### config.mk
export PLATFORM = sky130hd
export DESIGN_NAME = dds_texture_header_parser_top_flat
export DESIGN_NICKNAME = d
export VERILOG_FILES = /design/src/hw/rtl/dtp_pkg.sv /design/src/hw/rtl/dtp_word_if.sv /design/src/hw/rtl/dtp_result_if.sv /design/src/hw/rtl/dds_texture_header_parser_top.sv /design/src/flat_wrapper.sv
export SDC_FILE = /design/constraint.sdc
export NUM_CORES = 1
export LEC_CHECK = 0
export BUFFER_PORTS_ARGS = -buffer_cell sky130_fd_sc_hd__buf_2
export CAP_MARGIN = 20
export CORE_ASPECT_RATIO = 1.4
export CORE_MARGIN = 5
export CORE_UTILIZATION = 25
export CTS_CLUSTER_DIAMETER = 40
export DETAILED_ROUTE_END_ITERATION = 12
export PLACE_DENSITY_LB_ADDON = 0.05
export SETUP_SLACK_MARGIN = 0.1
export SLEW_MARGIN = 20
export SYNTH_ARGS = -nofsm -noshare
export SYNTH_HDL_FRONTEND = slang
export SYNTH_SLANG_ARGS = --single-unit
### constraint.sdc
create_clock -name clk -period 7.1 [get_ports clk]
set_input_delay 1.42 -clock clk [delete_from_list [all_inputs] [get_ports clk]]
set_output_delay 1.42 -clock clk [all_outputs]
set_load 0.02 [all_outputs]
### src/hw/rtl/dtp_pkg.sv
`timescale 1ns / 1ps
package dtp_pkg;

	typedef enum logic [2:0] {
		ST_OK        = 3'd0,
		ST_SHORT     = 3'd1,
		ST_BAD_MAGIC = 3'd2,
		ST_BAD_SIZES = 3'd3,
		ST_NO_EXT    = 3'd4,
		ST_BAD_DIMS  = 3'd5
	} dtp_status_t;

	typedef struct packed {
		logic [31:0] file_word;
		logic        end_of_file;
	} dtp_word_t;

	typedef struct packed {
		dtp_status_t        status;
		logic [16:0]        image_width;
		logic [16:0]        image_height;
		logic signed [31:0] volume_depth;
		logic [30:0]        mip_levels;
		logic signed [31:0] array_layers;
		logic               cube_map;
		logic               volume_texture;
		logic               extended_header;
		logic [31:0]        format_code;
		logic signed [31:0] bits_per_pixel;
		logic               srgb;
	} dtp_result_t;

	localparam logic [5:0] POS_MAGIC     = 6'd0;
	localparam logic [5:0] POS_HDR_SIZE  = 6'd1;
	localparam logic [5:0] POS_HEIGHT    = 6'd3;
	localparam logic [5:0] POS_WIDTH     = 6'd4;
	localparam logic [5:0] POS_DEPTH     = 6'd6;
	localparam logic [5:0] POS_MIPS      = 6'd7;
	localparam logic [5:0] POS_PF_SIZE   = 6'd19;
	localparam logic [5:0] POS_PF_FLAGS  = 6'd20;
	localparam logic [5:0] POS_FOURCC    = 6'd21;
	localparam logic [5:0] POS_BIT_COUNT = 6'd22;
	localparam logic [5:0] POS_CAPS2     = 6'd28;
	localparam logic [5:0] POS_LAST_HDR  = 6'd31;
	localparam logic [5:0] POS_DXGI      = 6'd32;
	localparam logic [5:0] POS_MISC      = 6'd34;
	localparam logic [5:0] POS_ARRAY     = 6'd35;
	localparam logic [5:0] POS_LAST_EXT  = 6'd36;
	localparam logic [5:0] POS_MAX       = 6'd63;

	localparam logic [31:0] MAGIC_DDS    = 32'h2053_4444;
	localparam logic [31:0] CC_DX10      = 32'h3031_5844;
	localparam logic [31:0] HDR_SIZE     = 32'd124;
	localparam logic [31:0] PF_SIZE      = 32'd32;
	localparam logic [31:0] MAX_DIM      = 32'd65536;

	localparam logic [31:0] CC_DXT1 = 32'h3154_5844;
	localparam logic [31:0] CC_DXT2 = 32'h3254_5844;
	localparam logic [31:0] CC_DXT3 = 32'h3354_5844;
	localparam logic [31:0] CC_DXT4 = 32'h3454_5844;
	localparam logic [31:0] CC_DXT5 = 32'h3554_5844;
	localparam logic [31:0] CC_ATI1 = 32'h3149_5441;
	localparam logic [31:0] CC_ATI2 = 32'h3249_5441;
	localparam logic [31:0] CC_BC4U = 32'h5534_4342;
	localparam logic [31:0] CC_BC4S = 32'h5334_4342;
	localparam logic [31:0] CC_BC5U = 32'h5535_4342;
	localparam logic [31:0] CC_BC5S = 32'h5335_4342;

	function automatic logic [7:0] bpp_dxgi(input logic [31:0] f);
		logic [7:0] r;
		case (f) inside
			32'd2: r = 8'd128;
			32'd10, 32'd11: r = 8'd64;
			32'd16, 32'd24, 32'd25, 32'd26, 32'd28, 32'd29, 32'd30, 32'd31,
			32'd40, 32'd41, 32'd65, 32'd87, 32'd88, 32'd91, 32'd93: r = 8'd32;
			32'd34, 32'd49, 32'd50, 32'd54, 32'd56, 32'd85, 32'd86, 32'd115: r = 8'd16;
			32'd61: r = 8'd8;
			32'd71, 32'd72, 32'd80, 32'd81: r = 8'd4;
			32'd74, 32'd75, 32'd77, 32'd78,
			32'd83, 32'd84, 32'd95, 32'd96, 32'd98, 32'd99: r = 8'd8;
			default: r = 8'd0;
		endcase
		return r;
	endfunction

	function automatic logic [7:0] bpp_fourcc(input logic [31:0] c);
		logic [7:0] r;
		case (c) inside
			CC_DXT1, CC_ATI1, CC_BC4U, CC_BC4S: r = 8'd4;
			CC_DXT2, CC_DXT3, CC_DXT4, CC_DXT5, CC_ATI2, CC_BC5U, CC_BC5S: r = 8'd8;
			default: r = 8'd0;
		endcase
		return r;
	endfunction

	function automatic logic is_srgb(input logic [31:0] f);
		return (f == 32'd29) || (f == 32'd72) || (f == 32'd75) || (f == 32'd78) ||
			(f == 32'd91) || (f == 32'd93) || (f == 32'd99);
	endfunction

endpackage

### src/hw/rtl/dtp_word_if.sv
`timescale 1ns / 1ps
interface dtp_word_if import dtp_pkg::*; ();
	logic      valid;
	logic      ready;
	dtp_word_t data;

	modport source(output valid, output data, input ready);
	modport sink(input valid, input data, output ready);
endinterface

### src/hw/rtl/dtp_result_if.sv
`timescale 1ns / 1ps
interface dtp_result_if import dtp_pkg::*; ();
	logic        valid;
	logic        ready;
	dtp_result_t data;

	modport source(output valid, output data, input ready);
	modport sink(input valid, input data, output ready);
endinterface

### src/hw/rtl/dds_texture_header_parser_top.sv
`timescale 1ns / 1ps
// Parses a DDS texture file delivered as 32-bit little-endian words, one word per beat,
// with end_of_file set on the last word. A new word may follow in every cycle while ready is
// high; the result, once the header (word 31) or the DX10 extension (word 36) has been
// seen, or an error on an early end, appears on the result channel in the cycle after
// the deciding word is accepted. One result register holds it, and word beats
// keep flowing while it waits unless the result sink is stalling and the register is
// full. At most one result is given per file; the end_of_file beat always rearms the
// parser for the next file.
module dds_texture_header_parser_top import dtp_pkg::*; (
	input logic clk,
	input logic arst_n,
	dtp_word_if.sink words,
	dtp_result_if.source result
);

	logic [5:0]  pos_q;
	logic        given_q;
	logic        res_valid_q;
	dtp_result_t res_q;

	logic        magic_q;
	logic        sizes_q;
	logic [31:0] height_q;
	logic [31:0] width_q;
	logic [31:0] depth_q;
	logic [31:0] mips_q;
	logic [1:0]  caps_q;
	logic        fcc_flag_q;
	logic [31:0] fourcc_q;
	logic [31:0] bit_count_q;
	logic [31:0] dxgi_q;
	logic        cube_misc_q;
	logic [31:0] array_q;

	logic        accept;
	logic [31:0] w;
	logic        eof;
	logic        fire;
	logic        use_done;
	dtp_status_t code;
	logic        ext;
	logic        dims_bad;
	dtp_result_t res_d;

	assign accept = words.valid && words.ready;
	assign w = words.data.file_word;
	assign eof = words.data.end_of_file;
	assign words.ready = !res_valid_q || result.ready;
	assign result.valid = res_valid_q;
	assign result.data = res_q;

	assign ext = fcc_flag_q && (fourcc_q == CC_DX10);
	assign dims_bad = (width_q == 32'd0) || (width_q > MAX_DIM) ||
		(height_q == 32'd0) || (height_q > MAX_DIM);

	always_comb begin
		fire = 1'b0;
		use_done = 1'b0;
		code = ST_OK;
		if (!given_q) begin
			if (pos_q == POS_LAST_HDR) begin
				if (!magic_q) begin
					fire = 1'b1;
					code = ST_BAD_MAGIC;
				end else if (!sizes_q) begin
					fire = 1'b1;
					code = ST_BAD_SIZES;
				end else if (!ext) begin
					fire = 1'b1;
					use_done = 1'b1;
				end
			end else if (pos_q == POS_LAST_EXT) begin
				fire = 1'b1;
				use_done = 1'b1;
			end
			if (!fire && eof) begin
				fire = 1'b1;
				code = (pos_q < POS_LAST_HDR) ? ST_SHORT : ST_NO_EXT;
			end
		end
	end

	always_comb begin
		res_d = '0;
		if (use_done && dims_bad) begin
			res_d.status = ST_BAD_DIMS;
		end else if (use_done) begin
			res_d.status = ST_OK;
			res_d.image_width = width_q[16:0];
			res_d.image_height = height_q[16:0];
			res_d.volume_depth = (depth_q != 32'd0) ? depth_q : 32'sd1;
			res_d.mip_levels = (mips_q == 32'd0 || mips_q[31]) ? 31'd1 : mips_q[30:0];
			res_d.array_layers = (ext && array_q != 32'd0) ? array_q : 32'sd1;
			res_d.cube_map = caps_q[0] || (ext && cube_misc_q);
			res_d.volume_texture = caps_q[1];
			res_d.extended_header = ext;
			res_d.format_code = ext ? dxgi_q : (fcc_flag_q ? fourcc_q : 32'd0);
			if (ext) begin
				res_d.bits_per_pixel = {24'd0, bpp_dxgi(dxgi_q)};
			end else if (fcc_flag_q) begin
				res_d.bits_per_pixel = {24'd0, bpp_fourcc(fourcc_q)};
			end else begin
				res_d.bits_per_pixel = bit_count_q;
			end
			res_d.srgb = ext && is_srgb(dxgi_q);
		end else begin
			res_d.status = code;
		end
	end

	always_ff @(posedge clk or negedge arst_n) begin
		if (!arst_n) begin
			pos_q <= '0;
			given_q <= 1'b0;
			res_valid_q <= 1'b0;
		end else begin
			if (accept && fire) begin
				res_valid_q <= 1'b1;
			end else if (result.ready) begin
				res_valid_q <= 1'b0;
			end
			if (accept) begin
				if (eof) begin
					pos_q <= '0;
					given_q <= 1'b0;
				end else begin
					if (pos_q != POS_MAX) begin
						pos_q <= pos_q + 6'd1;
					end
					if (fire) begin
						given_q <= 1'b1;
					end
				end
			end
		end
	end

	always_ff @(posedge clk) begin
		if (accept && fire) begin
			res_q <= res_d;
		end
		if (accept && !given_q) begin
			case (pos_q)
				POS_MAGIC: magic_q <= (w == MAGIC_DDS);
				POS_HDR_SIZE: sizes_q <= (w == HDR_SIZE);
				POS_HEIGHT: height_q <= w;
				POS_WIDTH: width_q <= w;
				POS_DEPTH: depth_q <= w;
				POS_MIPS: mips_q <= w;
				POS_PF_SIZE: sizes_q <= sizes_q && (w == PF_SIZE);
				POS_PF_FLAGS: fcc_flag_q <= w[2];
				POS_FOURCC: fourcc_q <= w;
				POS_BIT_COUNT: bit_count_q <= w;
				POS_CAPS2: caps_q <= {w[21], w[9]};
				POS_DXGI: dxgi_q <= w;
				POS_MISC: cube_misc_q <= w[2];
				POS_ARRAY: array_q <= w;
				default: ;
			endcase
		end
	end

	// A word beat arriving after the result of its file can never raise another result.
	a_single_result: assert property (@(posedge clk) disable iff (!arst_n)
		(accept && given_q) |=> !($rose(res_valid_q)))
		else $error("second result raised within one file");

	// The end_of_file beat rearms the parser.
	a_rearm: assert property (@(posedge clk) disable iff (!arst_n)
		(accept && eof) |=> (pos_q == POS_MAGIC) && !given_q)
		else $error("parser not rearmed after end of file");

	// The word counter saturates rather than wrapping back to the magic position.
	a_saturate: assert property (@(posedge clk) disable iff (!arst_n)
		(accept && !eof && pos_q == POS_MAX) |=> (pos_q == POS_MAX))
		else $error("word position wrapped");

	// A successful result always carries usable dimensions.
	a_ok_dims: assert property (@(posedge clk) disable iff (!arst_n)
		(res_valid_q && res_q.status == ST_OK) |->
		(res_q.image_width != 17'd0) && (res_q.image_height != 17'd0) &&
		(res_q.mip_levels != 31'd0))
		else $error("successful result with zero dimension");

	// Every failure reports zero geometry.
	a_fail_zero: assert property (@(posedge clk) disable iff (!arst_n)
		(res_valid_q && res_q.status != ST_OK) |->
		(res_q.image_width == 17'd0) && (res_q.mip_levels == 31'd0) &&
		(res_q.format_code == 32'd0) && !res_q.extended_header)
		else $error("failure result carries non-zero fields");

endmodule
### src/flat_wrapper.sv
// flat-port wrapper written by rule: the top's interface ports become plain ports
module dds_texture_header_parser_top_flat import dtp_pkg::*;
  (clk, arst_n, words_valid, words_data, words_ready, result_valid, result_data, result_ready);
  dtp_word_if words_i ();
  dtp_result_if result_i ();
  input logic clk;
  input logic arst_n;
  input wire logic [$bits(words_i.valid)-1:0] words_valid;
  input wire logic [$bits(words_i.data)-1:0] words_data;
  output wire logic [$bits(words_i.ready)-1:0] words_ready;
  output wire logic [$bits(result_i.valid)-1:0] result_valid;
  output wire logic [$bits(result_i.data)-1:0] result_data;
  input wire logic [$bits(result_i.ready)-1:0] result_ready;
  assign words_i.valid = words_valid;
  assign words_i.data = words_data;
  assign words_ready = words_i.ready;
  assign result_valid = result_i.valid;
  assign result_data = result_i.data;
  assign result_i.ready = result_ready;
  dds_texture_header_parser_top u_core (.clk(clk), .arst_n(arst_n), .words(words_i), .result(result_i));
endmodule
## After elaboration in Yosys (flattened, before gate mapping)

Index checks and enable logic that the tools add are counted.

- Bits in registers: 470
- Bits in latches: 0
- RAM bits: 0
- ROM bits: 0
- Input port bits: 37
- Logic and storage cells: 217
- Memories: 0

- $add $sub $neg: 1
- Multipliers: 0
- Divide/modulo/power cells: 0
- Order comparisons: 3
- Eq/ne operators: 72
- Shifts and indexed selects: 0
- Muxes and demuxes: 42
- Bitwise logic cells: 3
- Reduce and logical (&&, ||, !) cells: 63

Operators with widths:

| operator | count |
|---|---|
| $eq 32x7->1 const B | 23 |
| $eq 32x30->1 const B | 9 |
| $eq 32x6->1 const B | 9 |
| $eq 32x5->1 const B | 8 |
| $eq 32x31->1 const B | 4 |
| $logic_not 32->1 | 3 |
| $mux 8 | 9 |
| $eq 32x4->1 const B | 2 |
| $gt 32x17->1 const B | 2 |
| $mux 32 | 2 |
| $reduce_bool 32->1 | 2 |
| $eq 6x5->1 const B | 6 |
| $eq 32x2->1 const B | 1 |
| $reduce_and 2->1 | 15 |
| $eq 6x6->1 const B | 4 |
| $mux 1 | 19 |
| $eq 6x3->1 const B | 3 |
| $reduce_or 15->1 | 1 |
| $logic_or 1x1->1 | 12 |
| $mux 3 | 4 |
| $mux 6 | 2 |
| $reduce_or 3->1 | 4 |
| $reduce_or 4->1 | 3 |
| $logic_and 1x1->1 | 10 |
| 16 further kinds | 27 |

## Logic depth before layout (Yosys ltp)

Gate-level depths: netlist (run 1).

- Depth in word-level cells: 13
- Depth in mapped cells: 9
- Gate-level depth less buffers: 7

## Worst setup path before layout (run 1)

OpenSTA, ideal clock, no wires.

- Path kind: input-to-reg
- Start: input port result_ready
- End: register u_core.res_q (netlist bit u_core.result.data[0]) (enable)
- Setup time: 0.552 ns
- Arrival: 5.868 ns
- Data required time: 6.548 ns
- Path slack: 0.680 ns
- Cell stages on the path: 5
- Path buffers: 0
- Path through: nand2b_1 nand2_1 nor2_1 o31ai_1 inv_1

- Longest elaborated chain between the ends: 3

RTL lines:

| what | RTL line | RTL |
|---|---|---|
| from (decl) | flat_wrapper.sv:13 | `input wire logic [$bits(result_i.ready)-1:0] result_ready;` |
| $logic_or 1x1->1 | dds_texture_header_parser_top.sv:49 | `assign words.ready = !res_valid_q \|\| result.ready;` |
| $logic_and 1x1->1 | dds_texture_header_parser_top.sv:46 | `assign accept = words.valid && words.ready;` |
| $logic_and 1x1->1 | dds_texture_header_parser_top.sv:140 | `if (accept && fire) begin` |
| to (signal assigned) | dds_texture_header_parser_top.sv:141 | `res_q <= res_d;` |
| to (decl) | dds_texture_header_parser_top.sv:20 | `dtp_result_t res_q;` |

No other way between the ends.
A chain may end at the register's enable or synchronous reset.

## Worst setup path in the final report (run 1)

- Start: register u_core.fourcc_q[9]
- End: register u_core.res_q (netlist bit u_core.result.data[128]) (enable)

- Longest elaborated chain between the ends: 12

RTL lines:

| what | RTL line | RTL |
|---|---|---|
| from (decl) | dds_texture_header_parser_top.sv:30 | `logic [31:0] fourcc_q;` |
| from (signal assigned) | dds_texture_header_parser_top.sv:153 | `POS_FOURCC: fourcc_q <= w;` |
| $eq 32x30->1 (*) | dds_texture_header_parser_top.sv:53 | `assign ext = fcc_flag_q && (fourcc_q == CC_DX10);` |
| $logic_and 1x1->1 (*) | dds_texture_header_parser_top.sv:53 |  |
| $mux 1 (*) | dds_texture_header_parser_top.sv:69 | `end else if (!ext) begin` |
| $mux 1 (*) | dds_texture_header_parser_top.sv:66 | `end else if (!sizes_q) begin` |
| $mux 1 (*) | dds_texture_header_parser_top.sv:63 | `if (!magic_q) begin` |
| $mux 1 (*) | dds_texture_header_parser_top.sv:62 | `if (pos_q == POS_LAST_HDR) begin` |
| $mux 1 (*) | dds_texture_header_parser_top.sv:61 | `if (!given_q) begin` |
| $logic_not 1->1 | dds_texture_header_parser_top.sv:77 | `if (!fire && eof) begin` |
| $logic_and 1x1->1 | dds_texture_header_parser_top.sv:77 |  |
| $mux 1 (*) | dds_texture_header_parser_top.sv:77 |  |
| $mux 1 (*) | dds_texture_header_parser_top.sv:61 |  |
| $logic_and 1x1->1 (*) | dds_texture_header_parser_top.sv:140 |  |

Mark *: on every way between the ends. The rest lies on a longest branch, timed or not. The select of a mux whose other input is x is not followed.

==> results of run 1 <==
[cells in the mapped netlist (4+ instances only)]
library cell	n
nor2_1	62
nand3_1	14
nor4b_1	5
o21ai_0	13
nor3b_1	8
nor4bb_1	4
buf_2	5
inv_1	8
buf_6	5
nand2_1	21
o2111a_1	10
ha_1	4
a22oi_1	24
nor4_1	57
edfxtp_1	462
dfrtp_1	8
and2_1	157
nor3_1	12
nor2b_1	13
xnor2_1	4
a21oi_1	17
clkbuf_1	30
or3_1	5
and3b_1	4
nand4_1	21
nand2b_1	10
and3_1	5
[flip-flops by register name (all words and copies together) (netlist names), 6 cells and up]
register            cells
u_core.fourcc_q        32
u_core.dxgi_q          32
u_core.mips_q          32
u_core.depth_q         32
u_core.width_q         32
u_core.height_q        32
u_core.result.data    200
u_core.bit_count_q     32
u_core.pos_q            6
u_core.array_q         32
[per-stage QoR]
| stage | setup WS (ns) | cells |
|---|---|---|
| floorplan | 0.6804 | 1044 |
| CTS | 2.899 | 2308 |
| finish | 2.882 | 2308 |
| detailed placement | 2.878 | 2187 |
| global placement | 2.901 | 2187 |
| global route | 2.704 | 2308 |
[power by group through the flow]
stage	Clock [mW]	Sequential, mW	Combinational [mW]
floorplan	0	3.27	0.0547
global placement	0	3.21	0.265
detailed placement	0	3.21	0.266
CTS	3.47	3.15	0.266
global route	3.57	3.15	0.273
finish	3.35	3.15	0.253
[logic make-up (layout without fill, tap and decap cells)]
kind of cell | count (synthesis) | in the layout | synth area share
xor gates and xnor gates | 5 | 5 | 0.002487
adders and majority gates | 4 | 4 | 0.002843
buffers and inverters | 52 | 380 | 0.01379
DFF | 470 | 470 | 0.7994
AOI/OAI and AO/OA | 94 | 94 | 0.03930
and+or+nand+nor | 419 | 419 | 0.1421
[cell type report]
type                    instances  area, µm²  share of cell area
multi-input cells             522       3343              0.1507
inverters                       8      37.54            0.001693
well taps                     936       1171             0.05281
clock inverters                48      500.5             0.02257
clock buffers                  73       1763             0.07949
flip-flops and latches        470      14070              0.6346
repair buffers                251       1289             0.05811
[layer usage]
metal	wire [µm]	global-route usage
met5	0	0
met4	1332	0.04988
met3	2884	0.02837
met2	29100	0.2605
met1	23080	0.1777
[how the worst max path moves through the flow]
stage | slack (ns) | end
floorplan | 0.68 | u_core.result.data[0]$_SDFFCE_PP0P_
global placement | 2.90 | u_core.result.data[117]$_SDFFCE_PP0P_
detailed placement | 2.88 | u_core.result.data[117]$_SDFFCE_PP0P_
CTS | 2.90 | u_core.result.data[117]$_SDFFCE_PP0P_
global route | 2.70 | u_core.result.data[144]$_SDFFCE_PP0P_
finish | 2.88 | u_core.result.data[128]$_SDFFCE_PP0P_
[critical path, stage by stage, from the launching register on]
cell      delay (ns)
edfxtp_1        0.41
or4b_1          0.58
or4_4           0.49
nor4_4          0.33
a31oi_1         0.16
o31ai_1         0.64
inv_8           0.43
buf_4           0.61
==> results.py, run 1 <==
metrics = {
    "global_routing": {
        "overflow": 0,
        "grt_start_max_net_pins": 134,
        "grt_pass1_wl_um": 78900,
        "antenna_found_initial": 8,
        "grt_pass1_vias": 10710,
        "track_usage": 0.1466,
    },
    "floorplanning": {
        "die_y_um": 324.0,
        "num_rows": 115,
        "core_area_um2": 70070,
        "dieArea_um2": 75900,
        "start_util": 0.2512,
        "die_x_um": 234.3,
        "io_pins": 239,
    },
    "synth": {
        "synthFlopType": "edfxtp_1",
        "seq_area_frac_synth": 0.7994,
        "synth.avg_cell_area_um2": 16.86,
        "synth_top_area_frac": 0.7881,
        "syn_area_um2": 17600,
        "syn-num-nets": 1085,
        "synth-async-reset-ratio": 0.01702,
        "synth_area_leaders": "edfxtp_1, and2_1, nor4_1",
        "synth_top_cell_by_area": "edfxtp_1",
        "yosysWarnings": 0,
        "ys_types": 63,
        "synth_edf_count": 462,
        "ys_ff_latch": 470,
        "synth_cells": 1044,
    },
    "power": {
        "switching_share": 0.2278,
        "power.leakage_nw": 7.636,
        "clkPwrFrac": 0.497,
        "vdd_ir_drop_max_uv": 160.9,
        "power.internal_mw": 5.216,
        "combPwrFrac": 0.037,
        "seqPwrFrac": 0.466,
        "p_per_area_nw_per_um2": 304.6,
        "p_switching_mw": 1.538,
        "p_total_mw": 6.754,
    },
    "outcome": {
        "status": "completed",
    },
    "cts": {
        "root_buffer": "clkbuf_16",
        "htree_levels": 3,
        "clk_path_buf_depth": 3,
        "clk_latency_ns": 0.61,
        "cts_made_buffers": 67,
        "cts.sinks": 470,
        "cts_tree": "yes",
        "postCtsSetupRepairBufs": 0,
        "hold_buffers": 0,
        "path_clk_slew_ns": 0.06,
        "cts_repair_resize_count": 0,
    },
    "drt": {
        "wl_per_cell_um": 24.44,
        "viasPerCell": 4.391,
        "dr.pass1.iters": 5,
        "antenna_left": 0,
        "wirelength_um": 56400,
        "vias": 10140,
        "drc": 0,
        "drtIter0Drc": 547,
    },
    "final_layout": {
        "final_cell_area_um2": 22180,
        "n_antenna_cell": 0,
        "n_fill_cell": 6917,
        "drive_above_1_share": 0.2784,
        "final_nets": 1361,
        "layout_common_cells": "edfxtp_1, buf_2, and2_1, clkbuf_16, nor2_1",
        "final_common_cell": "edfxtp_1",
        "area_delta_synth_final_pct": 25.98,
        "final_util": 0.3165,
    },
    "placed_design": {
        "portBuffers": 238,
        "place_hpwl_um": 37600,
        "gp_congestion": 0.7918,
        "place_area_um2": 19910,
    },
    "timing": {
        "max_freq_ghz": 0.2371,
        "finalHoldViolations": 0,
        "finClkSkew_ns": 0.02871,
        "finalSetupTns_ns": 0,
        "tightest_slew_ns": 1.099,
        "setup_viol": 0,
        "fin_crit_ns": 4.218,
        "rsz0062_at_grt": "false",
        "min_period_over_period": 0.5941,
        "timing.hold.ws_ns": 0.5164,
        "slew_violations": 0,
        "relSlewSlack": 0.2671,
    },
    "run": {
        "maxCapViolCount": 0,
    },
    "setup_path": {
        "rr_endpoint": "u_core.result.data[128]$_SDFFCE_PP0P_",
        "cp-startpoint": "u_core.fourcc_q[9]$_DFFE_PP_",
        "start_kind": "flip-flop",
        "r2r-start": "u_core.fourcc_q[9]$_DFFE_PP_",
        "r2r_cells": 7,
        "crit_fanout": 133,
        "cp.arrival_ns": 4.46,
        "crit_path_end_kind": "flip-flop",
        "cp.required_ns": 7.34,
        "path_class": "flip-flop to flip-flop",
        "rrSetupSlack_ns": 2.88,
    },
    "worst_hold_path": {
        "hold_path_startpoint": "u_core.bit_count_q[13]$_DFFE_PP_",
        "min_to": "u_core.result.data[14]$_SDFFCE_PP0P_",
        "min_path_cells": 1,
        "hold_class": "flip-flop to flip-flop",
    },
}
Power figures use the tool's default switching activity.
==> run 2, diff against run 1 <==
==> constraint.sdc (replaced) <==
create_clock -name clk -period 4.3 [get_ports clk]
set_input_delay 0.86 -clock clk [delete_from_list [all_inputs] [get_ports clk]]
set_output_delay 0.86 -clock clk [all_outputs]
set_load 0.02 [all_outputs]
==> run 2 against run 1 <==
  * Combinational power increased by 70%
  * First-iteration DRC count up 18%
  * Via count down 0.24%
  * Cell count grew 0.26%
  * Clock skew down 0.00066 ns
  * Largest power group unchanged
==> results.py, run 2 (synthesized netlist as in run 1, its figures left out) <==
metrics = {
    "drt": {
        "antenna_left": 0,
        "dr.pass1.iters": 4,
        "drtIter0Drc": 646,
        "wl_per_cell_um": 24.68,
        "wirelength_um": 57120,
        "drc": 0,
        "vias": 10110,
        "viasPerCell": 4.369,
    },
    "cts": {
        "clk_path_buf_depth": 3,
        "hold_buffers": 0,
        "cts.sinks": 470,
        "clk_latency_ns": 0.60,
        "root_buffer": "clkbuf_16",
        "htree_levels": 3,
        "cts_tree": "yes",
        "path_clk_slew_ns": 0.06,
        "postCtsSetupRepairBufs": 0,
        "cts_repair_resize_count": 0,
        "cts_made_buffers": 66,
    },
    "timing": {
        "max_freq_ghz": 0.2907,
        "slew_violations": 0,
        "fin_crit_ns": 3.440,
        "relSlewSlack": 0.4726,
        "tightest_slew_ns": 0.7839,
        "min_period_over_period": 0.7999,
        "setup_viol": 0,
        "rsz0062_at_grt": "false",
        "finClkSkew_ns": 0.02805,
        "timing.hold.ws_ns": 0.1000,
        "finalHoldViolations": 0,
    },
    "setup_path": {
        "rr_endpoint": "u_core.result.data[185]$_SDFFCE_PP0P_",
        "path_class": "flip-flop to flip-flop",
        "crit_fanout": 60,
        "rrSetupSlack_ns": 0.86,
        "cp.arrival_ns": 3.77,
        "r2r-start": "u_core.fourcc_q[9]$_DFFE_PP_",
        "r2r_cells": 7,
        "slowest_stage": "or4_1",
        "crit_path_end_kind": "flip-flop",
        "cp-startpoint": "u_core.fourcc_q[9]$_DFFE_PP_",
        "cp.required_ns": 4.63,
        "cp_cell_sequence": "or4b_1, or4_4, or4_1, a21oi_4, nor3_4, buf_12, and2_1",
        "max_stage_delay_ns": 0.69,
        "crit_path_end": "u_core.result.data[185]$_SDFFCE_PP0P_",
        "start_kind": "flip-flop",
    },
    "floorplanning": {
        "num_rows": 115,
        "core_area_um2": 70070,
        "die_x_um": 234.3,
        "dieArea_um2": 75900,
        "die_y_um": 324.0,
        "start_util": 0.2512,
        "io_pins": 239,
    },
    "final_layout": {
        "layout_common_cells": "edfxtp_1, buf_2, and2_1, clkbuf_16, nor2_1",
        "drive_above_1_share": 0.2745,
        "final_cells": 2314,
        "final_nets": 1370,
        "area_delta_synth_final_pct": 26.58,
        "final_common_cell": "edfxtp_1",
        "final_util": 0.3180,
        "largest_reg_flops": 200,
    },
    "placed_design": {
        "dp_cells": 2197,
        "place_hpwl_um": 38030,
        "gp_congestion": 0.7635,
        "portBuffers": 238,
    },
    "global_routing": {
        "grt_pass1_wl_um": 79720,
        "antenna_found_initial": 5,
        "track_usage": 0.1478,
        "grt_pass1_vias": 10820,
        "grt_start_max_net_pins": 81,
        "overflow": 0,
    },
    "run": {
        "maxCapViolCount": 0,
    },
    "power": {
        "vdd_ir_drop_max_uv": 224.3,
        "p_per_area_nw_per_um2": 494.1,
        "p_total_mw": 11.01,
        "power.leakage_nw": 7.662,
    },
    "worst_hold_path": {
        "hold_class": "input pin to async pin",
    },
    "outcome": {
        "status": "completed",
    },
}
==> run 2: layout make-up <==
type | instances | area (µm²)
timing repair buffer | 261 | 1476
tap | 936 | 1171
fill | 6938 | 47790
antenna | 1 | 2.502
inverter | 8 | 33.78
multi-input combinational | 522 | 3363
clock buffer | 74 | 1724
sequential | 470 | 14070
clock inverter | 42 | 439.2
==> run 2: critical path, delay by kind of cell (launching register included) <==
kind,cells,cell delay (ns)
AOI/OAI and AO/OA,1,0.42
and+or+nand+nor,5,2.05
DFF,1,0.42
buffers and inverters,1,0.20
==> run 2: worst min-delay path by stage <==
stage	endpoint	slack [ns]	cells past startpoint	start
6_report	u_core.result.valid$_DFFE_PN0P_	0.10	1	arst_n
4_1_cts	u_core.result.valid$_DFFE_PN0P_	0.06	1	arst_n
2_1_floorplan	u_core.result.data[10]$_SDFFCE_PP0P_	0.50	1	u_core.bit_count_q[9]$_DFFE_PP_
3_5_place_dp	u_core.result.data[27]$_SDFFCE_PP0P_	0.50	1	u_core.bit_count_q[26]$_DFFE_PP_
3_3_place_gp	u_core.result.data[24]$_SDFFCE_PP0P_	0.50	1	u_core.bit_count_q[23]$_DFFE_PP_
5_1_grt	u_core.result.valid$_DFFE_PN0P_	0.09	1	arst_n
==> run 2: metal layers <==
| layer | routed length [µm] | track usage | vias to the layer above |
|---|---|---|---|
| li1 | - | - | 4628 |
| met1 | 23830 | 0.1838 | 5117 |
| met2 | 29190 | 0.2590 | 287 |
| met3 | 2750 | 0.02907 | 79 |
| met4 | 1343 | 0.04661 | 0 |
| met5 | 0 | 0 | - |
==> run 2: per-stage QoR <==
step	setup WS, ns	instance area [µm²]	setup TNS (ns)
floorplan	-1.258	17640	-251.65
global placement	0.9380	20120	0
detailed placement	0.9125	20120	0
CTS	0.8788	22280	0
global route	0.7927	22280	0
finish	0.8605	22280	0
==> run 2: where the power goes <==
part	switching, mW	internal, mW	total [mW]
clock	2.10	3.28	5.38
combinational	0.335	0.0935	0.429
sequential	0.0521	5.15	5.20
total	2.49	8.52	11.0
